==> config.mk <==
export PLATFORM = sky130hd
export DESIGN_NAME = ring_buffer_positional_list_top
export DESIGN_NICKNAME = d
export VERILOG_FILES = /design/src/hw/rtl/rbpl_pkg.sv /design/src/hw/rtl/rbpl_ram.sv /design/src/hw/rtl/rbpl_ctrl.sv /design/src/hw/rtl/rbpl_datapath.sv /design/src/hw/rtl/ring_buffer_positional_list_top.sv
export VERILOG_INCLUDE_DIRS = /design/src /design/src/hw/rtl
export SDC_FILE = /design/constraint.sdc
export NUM_CORES = 2
export LEC_CHECK = 0
export BUFFER_PORTS_ARGS = -buffer_cell sky130_fd_sc_hd__buf_2
export CAP_MARGIN = 20
export CORE_ASPECT_RATIO = 1.75
export CORE_MARGIN = 5
export CORE_UTILIZATION = 57
export CTS_CLUSTER_SIZE = 10
export DETAILED_ROUTE_END_ITERATION = 16
export HOLD_SLACK_MARGIN = 0.1
export PLACE_DENSITY_LB_ADDON = 0.3
export SLEW_MARGIN = 20
export SYNTH_ARGS = -nofsm -noshare
export SYNTH_HDL_FRONTEND = slang
export SYNTH_SLANG_ARGS = --single-unit
==> constraint.sdc <==
create_clock -name clk -period 5.7 [get_ports clk]
set_clock_uncertainty 0.05 [all_clocks]
set_input_delay 1.14 -clock clk [delete_from_list [all_inputs] [get_ports clk]]
set_output_delay 1.14 -clock clk [all_outputs]
set_load 0.05 [all_outputs]
==> src/hw/rtl/ring_buffer_positional_list_top_assert.svh <==
// assertion macros for the ring buffer positional list
`ifndef RING_BUFFER_POSITIONAL_LIST_TOP_ASSERT_SVH
`define RING_BUFFER_POSITIONAL_LIST_TOP_ASSERT_SVH

// same-cycle implication, checked outside reset
`define RBPL_CHK_IMPL(name, ante, cons) \
  name: assert property (@(posedge clk) disable iff (!rst_n) (ante) |-> (cons)) \
    else $error("rbpl check failed");

// next-cycle implication, checked outside reset
`define RBPL_CHK_NEXT(name, ante, cons) \
  name: assert property (@(posedge clk) disable iff (!rst_n) (ante) |=> (cons)) \
    else $error("rbpl check failed");

`endif

==> src/hw/rtl/rbpl_pkg.sv <==
// shared types and codes for the ring buffer positional list
package rbpl_pkg;

  typedef enum logic [2:0] {
    K_SET        = 3'd0,
    K_INSERT     = 3'd1,
    K_PREPEND    = 3'd2,
    K_REMOVE     = 3'd3,
    K_GET        = 3'd4,
    K_FIND       = 3'd5,
    K_REMOVE_ONE = 3'd6,
    K_REMOVE_ALL = 3'd7
  } kind_t;

  typedef enum logic [1:0] {
    ST_OK      = 2'd0,
    ST_RANGE   = 2'd1,
    ST_FULL    = 2'd2,
    ST_MISSING = 2'd3
  } status_t;

  typedef enum logic [1:0] {
    WM_COPY_UP,
    WM_COPY_DOWN,
    WM_FIND,
    WM_COMPACT
  } walk_mode_t;

  typedef enum logic [4:0] {
    CMD_NONE,
    CMD_LATCH,
    CMD_FAIL,
    CMD_READ_SLOT,
    CMD_CAPTURE,
    CMD_WRITE_SLOT,
    CMD_INS_SETUP,
    CMD_DEL_SETUP,
    CMD_SCAN_SETUP,
    CMD_WALK,
    CMD_HEAD_INC,
    CMD_COUNT_DEC,
    CMD_INS_DONE,
    CMD_PREPEND,
    CMD_COMPACT_DONE,
    CMD_NOT_FOUND,
    CMD_EMIT
  } dp_cmd_t;

  typedef enum logic [3:0] {
    S_IDLE,
    S_CHECK,
    S_CAPT,
    S_SETW,
    S_REMOVE,
    S_DEL_WALK,
    S_INS_WALK,
    S_SCAN,
    S_FINISH
  } state_t;

  typedef struct packed {
    kind_t   kind;
    status_t check;
    logic    pos_zero;
    logic    walk_done;
    logic    found;
    logic    out_free;
  } dp_stat_t;

  typedef struct packed {
    logic [2:0]         kind;
    logic [6:0]         position;
    logic [31:0]        value;
    logic signed [15:0] entry_type;
  } in_t;

  typedef struct packed {
    logic [31:0]        result_value;
    logic signed [15:0] result_type;
    logic [6:0]         result_index;
    logic [6:0]         entries_now;
    logic [1:0]         status;
  } out_t;

endpackage

==> src/hw/rtl/rbpl_ram.sv <==
// generic simple dual-port ram with registered read
module rbpl_ram #(
  parameter int WIDTH = 48,
  parameter int DEPTH = 64
) (
  input  logic                     clk,
  input  logic                     we,
  input  logic [$clog2(DEPTH)-1:0] waddr,
  input  logic [WIDTH-1:0]         wdata,
  input  logic [$clog2(DEPTH)-1:0] raddr,
  output logic [WIDTH-1:0]         rdata
);

  logic [WIDTH-1:0] mem [DEPTH];

  always_ff @(posedge clk) begin
    if (we) begin
      mem[waddr] <= wdata;
    end
    rdata <= mem[raddr];
  end

endmodule

==> src/hw/rtl/rbpl_ctrl.sv <==
// sequencer for the ring buffer positional list
module rbpl_ctrl (
  input  logic               clk,
  input  logic               rst_n,
  input  logic               in_valid,
  output logic               in_ready,
  input  rbpl_pkg::dp_stat_t stat,
  output rbpl_pkg::dp_cmd_t  cmd
);

  rbpl_pkg::state_t state_r, state_nxt;

  always_ff @(posedge clk) begin
    if (!rst_n) begin
      state_r <= rbpl_pkg::S_IDLE;
    end else begin
      state_r <= state_nxt;
    end
  end

  assign in_ready = (state_r == rbpl_pkg::S_IDLE);

  always_comb begin
    state_nxt = state_r;
    cmd       = rbpl_pkg::CMD_NONE;
    case (state_r)
      rbpl_pkg::S_IDLE: begin
        if (in_valid) begin
          cmd       = rbpl_pkg::CMD_LATCH;
          state_nxt = rbpl_pkg::S_CHECK;
        end
      end
      rbpl_pkg::S_CHECK: begin
        if (stat.check != rbpl_pkg::ST_OK) begin
          cmd       = rbpl_pkg::CMD_FAIL;
          state_nxt = rbpl_pkg::S_FINISH;
        end else begin
          case (stat.kind)
            rbpl_pkg::K_SET, rbpl_pkg::K_GET, rbpl_pkg::K_REMOVE: begin
              cmd       = rbpl_pkg::CMD_READ_SLOT;
              state_nxt = rbpl_pkg::S_CAPT;
            end
            rbpl_pkg::K_INSERT: begin
              cmd       = rbpl_pkg::CMD_INS_SETUP;
              state_nxt = rbpl_pkg::S_INS_WALK;
            end
            rbpl_pkg::K_PREPEND: begin
              cmd       = rbpl_pkg::CMD_PREPEND;
              state_nxt = rbpl_pkg::S_FINISH;
            end
            default: begin
              cmd       = rbpl_pkg::CMD_SCAN_SETUP;
              state_nxt = rbpl_pkg::S_SCAN;
            end
          endcase
        end
      end
      rbpl_pkg::S_CAPT: begin
        cmd = rbpl_pkg::CMD_CAPTURE;
        case (stat.kind)
          rbpl_pkg::K_SET:    state_nxt = rbpl_pkg::S_SETW;
          rbpl_pkg::K_REMOVE: state_nxt = rbpl_pkg::S_REMOVE;
          default:            state_nxt = rbpl_pkg::S_FINISH;
        endcase
      end
      rbpl_pkg::S_SETW: begin
        cmd       = rbpl_pkg::CMD_WRITE_SLOT;
        state_nxt = rbpl_pkg::S_FINISH;
      end
      rbpl_pkg::S_REMOVE: begin
        // removing the first entry only moves the head and lowers the count
        if (stat.pos_zero) begin
          cmd       = rbpl_pkg::CMD_HEAD_INC;
          state_nxt = rbpl_pkg::S_FINISH;
        end else begin
          cmd       = rbpl_pkg::CMD_DEL_SETUP;
          state_nxt = rbpl_pkg::S_DEL_WALK;
        end
      end
      rbpl_pkg::S_DEL_WALK: begin
        if (stat.walk_done) begin
          cmd       = rbpl_pkg::CMD_COUNT_DEC;
          state_nxt = rbpl_pkg::S_FINISH;
        end else begin
          cmd = rbpl_pkg::CMD_WALK;
        end
      end
      rbpl_pkg::S_INS_WALK: begin
        if (stat.walk_done) begin
          cmd       = rbpl_pkg::CMD_INS_DONE;
          state_nxt = rbpl_pkg::S_FINISH;
        end else begin
          cmd = rbpl_pkg::CMD_WALK;
        end
      end
      rbpl_pkg::S_SCAN: begin
        if (!stat.walk_done) begin
          cmd = rbpl_pkg::CMD_WALK;
        end else if (stat.kind == rbpl_pkg::K_REMOVE_ALL) begin
          cmd       = rbpl_pkg::CMD_COMPACT_DONE;
          state_nxt = rbpl_pkg::S_FINISH;
        end else if (!stat.found) begin
          cmd       = rbpl_pkg::CMD_NOT_FOUND;
          state_nxt = rbpl_pkg::S_FINISH;
        end else if (stat.kind == rbpl_pkg::K_REMOVE_ONE) begin
          state_nxt = rbpl_pkg::S_REMOVE;
        end else begin
          state_nxt = rbpl_pkg::S_FINISH;
        end
      end
      rbpl_pkg::S_FINISH: begin
        if (stat.out_free) begin
          cmd       = rbpl_pkg::CMD_EMIT;
          state_nxt = rbpl_pkg::S_IDLE;
        end
      end
      default: begin
        state_nxt = rbpl_pkg::S_IDLE;
      end
    endcase
  end

endmodule

==> src/hw/rtl/rbpl_datapath.sv <==
// list storage, pointers, walk engine and result register
module rbpl_datapath #(
  parameter int CAPACITY   = 64,
  parameter int DATA_WIDTH = 32
) (
  input  logic               clk,
  input  logic               rst_n,
  input  logic               keep_tags,
  input  rbpl_pkg::in_t      in_data,
  input  rbpl_pkg::dp_cmd_t  cmd,
  output rbpl_pkg::dp_stat_t stat,
  input  logic               out_ready,
  output logic               out_valid,
  output rbpl_pkg::out_t     out_data
);

  localparam int AW  = $clog2(CAPACITY);
  localparam int CW  = $clog2(CAPACITY + 1);
  localparam int PW  = (CW > 7) ? CW : 7;
  localparam int RW  = DATA_WIDTH + 16;

  function automatic logic [AW-1:0] step_up(input logic [AW-1:0] a);
    return (a == AW'(CAPACITY - 1)) ? '0 : a + 1'b1;
  endfunction

  function automatic logic [AW-1:0] step_dn(input logic [AW-1:0] a);
    return (a == '0) ? AW'(CAPACITY - 1) : a - 1'b1;
  endfunction

  // one subtract wraps the sum while the offset is at most capacity; larger ones fail the check
  function automatic logic [AW-1:0] mod_add(input logic [AW-1:0] h, input logic [PW-1:0] x);
    logic [AW:0] s;
    s = {1'b0, h} + (AW+1)'(x);
    if (s >= (AW+1)'(CAPACITY)) begin
      s = s - (AW+1)'(CAPACITY);
    end
    return s[AW-1:0];
  endfunction

  // control state
  logic [AW-1:0]         head_r, head_nxt;
  logic [CW-1:0]         count_r, count_nxt;
  logic [CW-1:0]         left_r, left_nxt;
  logic                  rv_r, rv_nxt;
  logic                  found_r, found_nxt;
  logic                  out_valid_r, out_valid_nxt;
  rbpl_pkg::kind_t       kind_r, kind_nxt;
  rbpl_pkg::walk_mode_t  mode_r, mode_nxt;
  rbpl_pkg::status_t     res_status_r, res_status_nxt;

  // payload
  logic [PW-1:0]         pos_r, pos_nxt;
  logic [AW-1:0]         slot_r, slot_nxt;
  logic [DATA_WIDTH-1:0] val_r, val_nxt;
  logic [15:0]           tag_r, tag_nxt;
  logic [AW-1:0]         src_r, src_nxt;
  logic [AW-1:0]         dst_r, dst_nxt;
  logic [AW-1:0]         rda_r, rda_nxt;
  logic [CW-1:0]         w_r, w_nxt;
  logic [PW-1:0]         idx_r, idx_nxt;
  logic [31:0]           res_value_r, res_value_nxt;
  logic [15:0]           res_type_r, res_type_nxt;
  logic [6:0]            res_index_r, res_index_nxt;
  rbpl_pkg::out_t        out_data_r, out_data_nxt;

  logic                  ram_we;
  logic [AW-1:0]         ram_waddr;
  logic [RW-1:0]         ram_wdata;
  logic [AW-1:0]         ram_raddr;
  logic [RW-1:0]         ram_rdata;
  logic [DATA_WIDTH-1:0] rd_val;
  logic [15:0]           rd_tag;
  logic [AW-1:0]         end_slot;
  logic                  hit;
  logic                  stop;
  logic                  full;
  logic [PW-1:0]         count_p;
  rbpl_pkg::status_t     check;

  rbpl_ram #(
    .WIDTH (RW),
    .DEPTH (CAPACITY)
  ) u_ram (
    .clk   (clk),
    .we    (ram_we),
    .waddr (ram_waddr),
    .wdata (ram_wdata),
    .raddr (ram_raddr),
    .rdata (ram_rdata)
  );

  assign rd_val   = ram_rdata[DATA_WIDTH-1:0];
  assign rd_tag   = ram_rdata[RW-1 -: 16];
  assign count_p  = PW'(count_r);
  assign full     = (count_r == CW'(CAPACITY));
  assign end_slot = mod_add(head_r, count_p);

  always_comb begin
    check = rbpl_pkg::ST_OK;
    case (kind_r)
      rbpl_pkg::K_SET, rbpl_pkg::K_GET, rbpl_pkg::K_REMOVE: begin
        if (pos_r >= count_p) check = rbpl_pkg::ST_RANGE;
      end
      rbpl_pkg::K_INSERT: begin
        if (pos_r > count_p) check = rbpl_pkg::ST_RANGE;
        else if (full)       check = rbpl_pkg::ST_FULL;
      end
      rbpl_pkg::K_PREPEND: begin
        if (full) check = rbpl_pkg::ST_FULL;
      end
      default: check = rbpl_pkg::ST_OK;
    endcase
  end

  assign stat.kind      = kind_r;
  assign stat.check     = check;
  assign stat.pos_zero  = (pos_r == '0);
  assign stat.walk_done = (left_r == '0) && !rv_r;
  assign stat.found     = found_r;
  assign stat.out_free  = !out_valid_r || out_ready;

  always_comb begin
    head_nxt       = head_r;
    count_nxt      = count_r;
    left_nxt       = left_r;
    rv_nxt         = 1'b0;
    found_nxt      = found_r;
    out_valid_nxt  = out_valid_r;
    kind_nxt       = kind_r;
    mode_nxt       = mode_r;
    res_status_nxt = res_status_r;
    pos_nxt        = pos_r;
    slot_nxt       = slot_r;
    val_nxt        = val_r;
    tag_nxt        = tag_r;
    src_nxt        = src_r;
    dst_nxt        = dst_r;
    rda_nxt        = rda_r;
    w_nxt          = w_r;
    idx_nxt        = idx_r;
    res_value_nxt  = res_value_r;
    res_type_nxt   = res_type_r;
    res_index_nxt  = res_index_r;
    out_data_nxt   = out_data_r;
    ram_we         = 1'b0;
    ram_waddr      = slot_r;
    ram_wdata      = {tag_r, val_r};
    ram_raddr      = src_r;
    hit            = 1'b0;
    stop           = 1'b0;

    if (out_valid_r && out_ready) begin
      out_valid_nxt = 1'b0;
    end

    case (cmd)
      rbpl_pkg::CMD_LATCH: begin
        kind_nxt       = rbpl_pkg::kind_t'(in_data.kind);
        pos_nxt        = PW'(in_data.position);
        slot_nxt       = mod_add(head_r, PW'(in_data.position));
        val_nxt        = DATA_WIDTH'(in_data.value);
        tag_nxt        = keep_tags ? in_data.entry_type : 16'd0;
        res_value_nxt  = '0;
        res_type_nxt   = '0;
        res_index_nxt  = '0;
        res_status_nxt = rbpl_pkg::ST_OK;
        found_nxt      = 1'b0;
      end
      rbpl_pkg::CMD_FAIL: begin
        res_status_nxt = check;
      end
      rbpl_pkg::CMD_READ_SLOT: begin
        ram_raddr = slot_r;
      end
      rbpl_pkg::CMD_CAPTURE: begin
        res_value_nxt = 32'(rd_val);
        res_type_nxt  = keep_tags ? rd_tag : 16'd0;
        res_index_nxt = 7'(pos_r);
      end
      rbpl_pkg::CMD_WRITE_SLOT: begin
        ram_we = 1'b1;
      end
      rbpl_pkg::CMD_INS_SETUP: begin
        // copy from the tail backward, one slot toward the end
        dst_nxt  = end_slot;
        src_nxt  = step_dn(end_slot);
        left_nxt = count_r - CW'(pos_r);
        mode_nxt = rbpl_pkg::WM_COPY_DOWN;
      end
      rbpl_pkg::CMD_DEL_SETUP: begin
        dst_nxt  = slot_r;
        src_nxt  = step_up(slot_r);
        left_nxt = count_r - CW'(pos_r) - CW'(1);
        mode_nxt = rbpl_pkg::WM_COPY_UP;
      end
      rbpl_pkg::CMD_SCAN_SETUP: begin
        src_nxt  = head_r;
        dst_nxt  = head_r;
        left_nxt = count_r;
        w_nxt    = '0;
        idx_nxt  = '0;
        mode_nxt = (kind_r == rbpl_pkg::K_REMOVE_ALL) ? rbpl_pkg::WM_COMPACT
                                                      : rbpl_pkg::WM_FIND;
      end
      rbpl_pkg::CMD_WALK: begin
        // read data of the previous cycle is handled while the next read goes out
        if (rv_r) begin
          hit = (rd_val == val_r);
          case (mode_r)
            rbpl_pkg::WM_COPY_UP: begin
              ram_we    = 1'b1;
              ram_waddr = dst_r;
              ram_wdata = ram_rdata;
              dst_nxt   = step_up(dst_r);
            end
            rbpl_pkg::WM_COPY_DOWN: begin
              ram_we    = 1'b1;
              ram_waddr = dst_r;
              ram_wdata = ram_rdata;
              dst_nxt   = step_dn(dst_r);
            end
            rbpl_pkg::WM_FIND: begin
              if (hit) begin
                stop          = 1'b1;
                found_nxt     = 1'b1;
                pos_nxt       = idx_r;
                slot_nxt      = rda_r;
                res_value_nxt = 32'(rd_val);
                res_type_nxt  = keep_tags ? rd_tag : 16'd0;
                res_index_nxt = 7'(idx_r);
              end else begin
                idx_nxt = idx_r + 1'b1;
              end
            end
            default: begin
              if (!hit) begin
                ram_we    = 1'b1;
                ram_waddr = dst_r;
                ram_wdata = ram_rdata;
                dst_nxt   = step_up(dst_r);
                w_nxt     = w_r + 1'b1;
              end
            end
          endcase
        end
        if (stop) begin
          left_nxt = '0;
        end else if (left_r != '0) begin
          rv_nxt   = 1'b1;
          rda_nxt  = src_r;
          left_nxt = left_r - 1'b1;
          src_nxt  = (mode_r == rbpl_pkg::WM_COPY_DOWN) ? step_dn(src_r) : step_up(src_r);
        end
      end
      rbpl_pkg::CMD_HEAD_INC: begin
        head_nxt  = step_up(head_r);
        count_nxt = count_r - 1'b1;
      end
      rbpl_pkg::CMD_COUNT_DEC: begin
        count_nxt = count_r - 1'b1;
      end
      rbpl_pkg::CMD_INS_DONE: begin
        ram_we        = 1'b1;
        count_nxt     = count_r + 1'b1;
        res_index_nxt = 7'(pos_r);
      end
      rbpl_pkg::CMD_PREPEND: begin
        head_nxt  = step_dn(head_r);
        ram_we    = 1'b1;
        ram_waddr = step_dn(head_r);
        count_nxt = count_r + 1'b1;
      end
      rbpl_pkg::CMD_COMPACT_DONE: begin
        count_nxt      = w_r;
        res_index_nxt  = 7'(count_r - w_r);
        res_status_nxt = (count_r == w_r) ? rbpl_pkg::ST_MISSING : rbpl_pkg::ST_OK;
      end
      rbpl_pkg::CMD_NOT_FOUND: begin
        res_status_nxt = rbpl_pkg::ST_MISSING;
      end
      rbpl_pkg::CMD_EMIT: begin
        out_valid_nxt             = 1'b1;
        out_data_nxt.result_value = res_value_r;
        out_data_nxt.result_type  = res_type_r;
        out_data_nxt.result_index = res_index_r;
        out_data_nxt.entries_now  = 7'(count_r);
        out_data_nxt.status       = res_status_r;
      end
      default: begin
        rv_nxt = 1'b0;
      end
    endcase
  end

  always_ff @(posedge clk) begin
    if (!rst_n) begin
      head_r       <= '0;
      count_r      <= '0;
      left_r       <= '0;
      rv_r         <= 1'b0;
      found_r      <= 1'b0;
      out_valid_r  <= 1'b0;
      kind_r       <= rbpl_pkg::K_SET;
      mode_r       <= rbpl_pkg::WM_COPY_UP;
      res_status_r <= rbpl_pkg::ST_OK;
    end else begin
      head_r       <= head_nxt;
      count_r      <= count_nxt;
      left_r       <= left_nxt;
      rv_r         <= rv_nxt;
      found_r      <= found_nxt;
      out_valid_r  <= out_valid_nxt;
      kind_r       <= kind_nxt;
      mode_r       <= mode_nxt;
      res_status_r <= res_status_nxt;
    end
  end

  always_ff @(posedge clk) begin
    pos_r       <= pos_nxt;
    slot_r      <= slot_nxt;
    val_r       <= val_nxt;
    tag_r       <= tag_nxt;
    src_r       <= src_nxt;
    dst_r       <= dst_nxt;
    rda_r       <= rda_nxt;
    w_r         <= w_nxt;
    idx_r       <= idx_nxt;
    res_value_r <= res_value_nxt;
    res_type_r  <= res_type_nxt;
    res_index_r <= res_index_nxt;
    out_data_r  <= out_data_nxt;
  end

  assign out_valid = out_valid_r;
  assign out_data  = out_data_r;

endmodule

==> src/hw/rtl/ring_buffer_positional_list_top.sv <==
// top level of the ring buffer positional list
//
//   port group   direction   handshake            payload
//   in_*         input       in_valid / in_ready  rbpl_pkg::in_t
//   out_*        output      out_valid/out_ready  rbpl_pkg::out_t
//   p*           config      psel/penable/pready  keep_type_tags at 0x0
//
// one transaction at a time; the list lives in a single ram, one entry per cycle.
// errors and prepend skip the ram read; get, set and remove read the addressed slot;
// insert and the removes not at the head walk the entries they move; find stops at its
// first hit, while a miss and remove all walk every entry; remove first then removes its
// hit like remove; a result still waiting in the output register holds the next
// transaction in its last state; reset empties the list.
module ring_buffer_positional_list_top #(
  parameter int CAPACITY   = 64,
  parameter int DATA_WIDTH = 32
) (
  input  logic           clk,
  input  logic           rst_n,
  input  logic           in_valid,
  output logic           in_ready,
  input  rbpl_pkg::in_t  in_data,
  output logic           out_valid,
  input  logic           out_ready,
  output rbpl_pkg::out_t out_data,
  input  logic           psel,
  input  logic           penable,
  input  logic           pwrite,
  input  logic [2:0]     paddr,
  input  logic [31:0]    pwdata,
  output logic [31:0]    prdata,
  output logic           pready
);

  logic               keep_r, keep_nxt;
  logic               cfg_wr;
  rbpl_pkg::dp_cmd_t  cmd;
  rbpl_pkg::dp_stat_t stat;

  assign pready   = 1'b1;
  assign cfg_wr   = psel && penable && pwrite && pready;
  assign keep_nxt = (cfg_wr && !paddr[2]) ? pwdata[0] : keep_r;
  assign prdata   = paddr[2] ? 32'd0 : {31'd0, keep_r};

  always_ff @(posedge clk) begin
    if (!rst_n) begin
      keep_r <= 1'b0;
    end else begin
      keep_r <= keep_nxt;
    end
  end

  rbpl_ctrl u_ctrl (
    .clk      (clk),
    .rst_n    (rst_n),
    .in_valid (in_valid),
    .in_ready (in_ready),
    .stat     (stat),
    .cmd      (cmd)
  );

  rbpl_datapath #(
    .CAPACITY   (CAPACITY),
    .DATA_WIDTH (DATA_WIDTH)
  ) u_dp (
    .clk       (clk),
    .rst_n     (rst_n),
    .keep_tags (keep_r),
    .in_data   (in_data),
    .cmd       (cmd),
    .stat      (stat),
    .out_ready (out_ready),
    .out_valid (out_valid),
    .out_data  (out_data)
  );

`include "ring_buffer_positional_list_top_assert.svh"

  `RBPL_CHK_NEXT(a_busy_after_accept, in_valid && in_ready, !in_ready)
  `RBPL_CHK_IMPL(a_fail_is_clean, out_valid && out_data.status != rbpl_pkg::ST_OK,
                 out_data.result_value == '0 && out_data.result_type == '0)
  `RBPL_CHK_IMPL(a_walk_only_when_busy, cmd == rbpl_pkg::CMD_WALK, !in_ready)
  `RBPL_CHK_IMPL(a_emit_only_when_free, cmd == rbpl_pkg::CMD_EMIT, stat.out_free)

endmodule

Word-level counts from Yosys, hierarchy flattened. Memories as Yosys holds them, arrays and structs flattened. A register that Yosys moved wholly into a read port is not among the register bits. Index checks and enable logic that the tools add are counted.

Memory bits (writable): 3072. Output and inout port bits: 99. Register bits after elaboration: 247. Memories: 1. Bits in latches: 0. ROM bits: 0.

Memories: u_dp.u_ram.mem (depth 64, bits a word 48, read ports 1, clocked after Yosys merged registers in 1, write ports 1, RTL line rbpl_ram.sv:14) `logic [WIDTH-1:0] mem [DEPTH];`.

Add/sub/neg operators: 20. Mux-type cells: 107. Equality and inequality tests: 53. Bitwise logic cells: 3. Multipliers: 0. Reduce and logical (&&, ||, !) cells: 49. Divide/modulo/power cells: 0. Shifts and indexed selects: 0. Order comparisons: 4.

Operators by type and width (number): $mux W48 (3); $mux W6 (21); $mux W32 (3); $pmux W32 S3 (1); $pmux W48 S2 (1); $mux W7 (11); $mux W16 (4); $pmux W7 S4 (2); $pmux W16 S3 (1); $pmux W6 S2 (4); $pmux W6 S4 (2); $pmux W5 S9 (1); $mux W4 (11); $pmux W7 S2 (3); $eq A5 B4 Y1 const B (8); $sub A6 B1 Y6 const B (6); $eq A32 B32 Y1 (1); $pmux W4 S8 (1); $reduce_and A4 Y1 (7); $add A6 B1 Y6 const B (4); $eq A6 B6 Y1 const B (4); $logic_not A6 Y1 (4); $pmux W4 S3 (2); $add A7 B1 Y7 const B (3); 51 further kinds (128).

Logic depth before layout (Yosys ltp).
Depth in word-level cells: 12. Mapped depth: 20. Depth with buffers taken out: 19.

Modules after synthesis. Synthesis repeated with hierarchy kept, for this count alone.

Cell total of the unflattened synthesis: 6484. Area total of the unflattened synthesis: 131738.8 µm².

By module, submodules not included: rbpl_ram (area each 118190.9 µm², sequential area each 93209.4 µm², instances 1, cells each 5247); rbpl_datapath (area each 12640.9 µm², sequential area each 6966.7 µm², instances 1, cells each 1105); rbpl_ctrl (area each 591.8 µm², sequential area each 80.1 µm², instances 1, cells each 92); ring_buffer_positional_list_top (area each 315.3 µm², sequential area each 20.0 µm², instances 1, cells each 40).

Worst setup path after synthesis. Ideal clock, no wire load.

Path kind: in2reg. Start point: input port in_valid. End point: memory u_dp.u_ram.mem[40][0], enable pin. Arrival time: 5.432 ns. Required time: 5.196 ns. Path slack: -0.236 ns. Cell stages on the path: 10. Path buffers: 1. Cell sequence: nor4b_1 -> a21oi_1 -> o2111ai_2 -> a32oi_1 -> nor4b_2 -> o21ai_2 -> a22oi_1 -> or3b_1 -> clkbuf_1 -> nor2_1.

Longest elaborated chain between the ends: 7. Elaborated cells between the ends (all ways): 11. Classes of those cells: 4 x eq/ne; 6 x mux; 1 x reduce/logical.

RTL lines: start: declaration (RTL line ring_buffer_positional_list_top.sv:20) `input logic in_valid,`; $mux W1 (*) (RTL line rbpl_ctrl.sv:28) `if (in_valid) begin`; $pmux W5 S9 (*) (RTL line rbpl_ctrl.sv:26) `case (state_r)`; $eq A5 B3 Y1 or $eq A5 B4 Y1 (tied branches) (RTL line rbpl_datapath.sv:156) `case (cmd)`; $reduce_or A3 Y1 (no line); $pmux W1 S2 (RTL line rbpl_datapath.sv:156); $mux W1 (RTL line rbpl_ram.sv:17) `if (we) begin`; $mux W1 (implied by the code) (RTL line rbpl_ram.sv:18) `mem[waddr] <= wdata;`; end: declaration (RTL line rbpl_ram.sv:14).

Every way passes the cells marked *; elsewhere a longest branch is shown, timed or not.

Worst setup path after layout.
Start point: register u_dp.count_r[4] (netlist: u_dp.count_p[4]). End point: memory u_dp.u_ram.mem[20][44], enable pin.

Longest elaborated chain between the ends: 12. Elaborated cells between the ends (all ways): 19. Classes of those cells: 2 x order compare; 5 x eq/ne; 10 x mux; 2 x reduce/logical.

RTL lines: start: declaration (RTL line rbpl_datapath.sv:42) `logic [CW-1:0] count_r, count_nxt;`; start signal: assignment (RTL line rbpl_datapath.sv:308) `count_r <= count_nxt;`; parallel branches: the longest is 3 deep, another holds $gt A7 B7 Y1; $pmux W2 S3 (*) (RTL line rbpl_datapath.sv:100) `case (kind_r)`; $reduce_bool A2 Y1 (*) (RTL line rbpl_ctrl.sv:34) `if (stat.check != rbpl_pkg::ST_OK) begin`; $mux W5 (*) (RTL line rbpl_ctrl.sv:34); $pmux W5 S9 (*) (RTL line rbpl_ctrl.sv:26); $eq A5 B3 Y1 or $eq A5 B4 Y1 (tied branches) (RTL line rbpl_datapath.sv:156); $reduce_or A3 Y1 (no line); $pmux W1 S2 (RTL line rbpl_datapath.sv:156); $mux W1 (RTL line rbpl_ram.sv:17); $mux W1 (implied by the code) (RTL line rbpl_ram.sv:18).

Mark *: on every way between the ends.

==> run metrics <==
synth unique cells=90; synthesized instance count=9674; worst r2r path cells=13; CTS tree=yes; Slowest cell on crit path=nor2_4; syn avg cell area=14.0 um^2; pwr/cell area=360 mW/mm^2; most common cell after layout, fill and taps aside=edfxtp_1; Cell Count Post-Placement=12700; instance count on the critical path=13; DRT antenna net count=0; total CTS buffers=380; Final Hold Violating Endpoints=0; max incr delay on CP=0.67 ns; post_cts resized=0; number of synthesized flops with an enable pin=3284; crit path time final=5.61 ns; gr usage total=0.343; Clock Latency Late Sink=0.91 ns; Hold Path Cell Cnt=1; Buffers & Inverters on Critical Path=2; CP Capture Type=flop; Initial DRC Count=14400; DRT Wirelength=436000 um; cell area after layout=0.156 mm^2; layout cell share with drive strength beyond 1=0.127; WHS Endpoint=u_dp.val_r[1]; cells along the critical path=ha_1, a21oi_1, o21ai_0, o311ai_4, a32oi_1, nor4b_4, buf_4, nand3_4, nor2b_1, a221oi_2, nand2_1, nor2_4, buf_12; CP Class=flop to flop; GR Overflow Total=0; Worst Tran Pin Value=1.14 ns; worst hold path type=input pin to flop; Initial Util=0.571; PortBufs=133; Top Family by Delay on Critical Path=simple AND/OR/NAND/NOR gates; Synth async-reset ratio=0; Post-Syn Area=0.136 mm^2; antenna violations before repair=20; top cells by area, synth=edfxtp_1 73%, nand3_1 3.7%, a21oi_1 3.1%, o21ai_0 3.0%, nand2_1 2.5%; first-pass GRT wire length=618000 um; Worst setup startpoint=u_dp.count_p[4]; dpl cell area=0.145 mm^2; synthesized flop and latch total=3367; area grow syn2layout=14.8%; chip height=655 um; peak fanout along the critical path=15; H-tree depth=5; Synth Warn #=0; final period utilization=0.984; Worst Path Arrival=6.15 ns; die width=379 um; Slew Viols, Final=0; Slew headroom=0.242; CP required=6.24 ns; top-area cell type share of the netlist area=0.727; VDD IR-drop max=0.000325 V; total of max-cap violations=0; wire per inst=32.6 um; clk buf depth=4; CORE AREA=0.238 mm^2; most frequent cells in the layout=3284 x edfxtp_1, 991 x nand3_1, 895 x nand2_1; cell taking the most area after synthesis=edfxtp_1; Post-Layout Cell Count=13400; # IOs=199; Final #Nets=10200; RR Endpoint=u_dp.u_ram.mem[20][44]; reg-to-reg setup timing slack=0.09 ns; Util after Layout=0.656; hpwl dp=258000 um; Die ar.=0.248 mm^2; RSZ-0062 raised after global routing=false; GP Congestion=0.917; outcome=completed; Critical R2R Launch=u_dp.count_p[4]; pin count of the biggest net entering global routing=187; fmax=0.178 GHz; vias per cell=6.96; type of origin of the critical path=flop; row count=237; leakage power=51.0 nW; top_reg_cell synth=edfxtp_1; final setup fails=0; Vias=92900; vias in the first global route=91100; # clock sinks=3367; HP Start=in_data[17]; drt first pass iters=6; post-synthesis sequential area ratio=0.739; CTS Root Buffer Type=clkbuf_16; DRC=0; clock transition at the registers of the reported paths=0.06 ns
==> cell type report <==
class / count / area (um^2)
clock inverters: 12 / 159
multi-input cells: 5493 / 32800
well taps: 3107 / 3890
fillers: 16000 / 81800
clock buffers: 583 / 10500
inverters: 45 / 170
flip-flops and latches: 3367 / 100000
diodes: 13 / 32.5
repair buffers: 730 / 7920
==> power breakdown <==
part           switching [W]  internal (W)  total, W
registers           0.000424        0.0280    0.0284
logic                0.00426       0.00167   0.00593
clock network        0.00918        0.0126    0.0218
total                 0.0139        0.0422    0.0561
==> layer usage <==
| metal | vias to the layer above | share of wire | track usage |
|---|---|---|---|
| met5 | - | 0.00043 | 0 |
| met4 | 10 | 0.089 | 0.249 |
| met3 | 1924 | 0.11 | 0.0749 |
| met2 | 7464 | 0.48 | 0.565 |
| met1 | 45300 | 0.32 | 0.398 |
| li1 | 38200 | - | - |
==> cell usage after synthesis (8+ instances only) <==
cell,number
dfxtp_1,83
a22oi_1,57
nor2b_1,16
a221oi_1,101
buf_2,77
o211a_1,9
buf_1,61
a31oi_1,207
buf_6,15
o21ai_1,9
a32oi_1,100
a21o_1,22
nor3_1,27
inv_1,45
or3_1,13
mux2i_1,294
a211oi_1,107
nand2_1,901
and3_1,123
nand2b_1,10
mux2_2,49
nand4_1,63
o211ai_1,13
o21a_1,8
buf_4,45
o21ai_0,818
a21boi_0,9
a21oi_1,828
nor2_1,140
o22ai_1,13
and4_1,50
o41ai_1,193
and2_1,53
nand3_1,993
edfxtp_1,3284
xor2_1,23
xnor2_1,66
clkbuf_1,600
ha_1,44
==> sequential cells by signal, summed over array words and instances (netlist names), 7 cells and up <==
name	count
u_dp.res_value_r	32
u_dp.u_ram.mem	3072
u_dp.val_r	32
u_dp.left_r	7
u_dp.tag_r	16
u_dp.count_p	7
u_dp.u_ram.rdata	48
u_dp.pos_r	7
u_dp.w_r	7
u_dp.res_type_r	16
u_dp.res_index_r	7
u_dp.out_data	64
u_dp.idx_r	7
==> worst register-to-register path: stages (launching register included) <==
cell and delay, ns:
dfxtp_1 0.61, ha_1 0.38, a21oi_1 0.22, o21ai_0 0.19, o311ai_4 0.49, a32oi_1 0.25
nor4b_4 0.35, buf_4 0.31, nand3_4 0.13, nor2b_1 0.21, a221oi_2 0.52, nand2_1 0.63
nor2_4 0.68, buf_12 0.28
==> stage by stage <==
| step | setup slack [ns] | hold WS [ns] | TNS (ns) | total power, W |
|---|---|---|---|---|
| finish | 0.0928 | 0.353 | 0 | 0.0561 |
| global route | 0.00622 | 0.336 | 0 | 0.0575 |
| CTS | 0.206 | 0.328 | 0 | 0.0560 |
| detailed placement | 0.215 | 0.355 | 0 | 0.0346 |
| global placement | 0.283 | 0.351 | 0 | 0.0344 |
| floorplan | -0.236 | 0.350 | -351.39 | 0.0320 |
==> timing repair <==
item,4_1_cts,5_1_grt
hold buffers,0,0
buffers inserted,0,2
endpoints found under the setup margin,0,33
hold endpoints to repair,0,0
==> how the worst max path moves through the flow <==
stage	endpoint	slack [ns]
6_report	u_dp.u_ram.mem[20][44]	0.09
5_1_grt	u_dp.u_ram.rdata[17]	0.006
2_1_floorplan	u_dp.u_ram.mem[40][0]	-0.24
3_3_place_gp	u_dp.u_ram.mem[12][45]	0.28
4_1_cts	u_dp.u_ram.mem[12][12]	0.21
3_5_place_dp	u_dp.u_ram.mem[12][43]	0.21
==> kinds of logic (layout without fill, tap and decap cells) <==
| group | Yosys count | after routing | synth area share |
|---|---|---|---|
| AOI/OAI and AO/OA | 2552 | 2552 | 0.113 |
| xor gates and xnor gates | 89 | 89 | 0.00575 |
| buffers and inverters | 844 | 1370 | 0.0262 |
| DFF | 3367 | 3367 | 0.739 |
| muxes | 343 | 343 | 0.0258 |
| and+or+nand+nor | 2428 | 2428 | 0.0849 |
| adders and majority gates | 49 | 49 | 0.00480 |
| other | 2 | 45 | 0.0000554 |
Power figures use the tool's default switching activity.
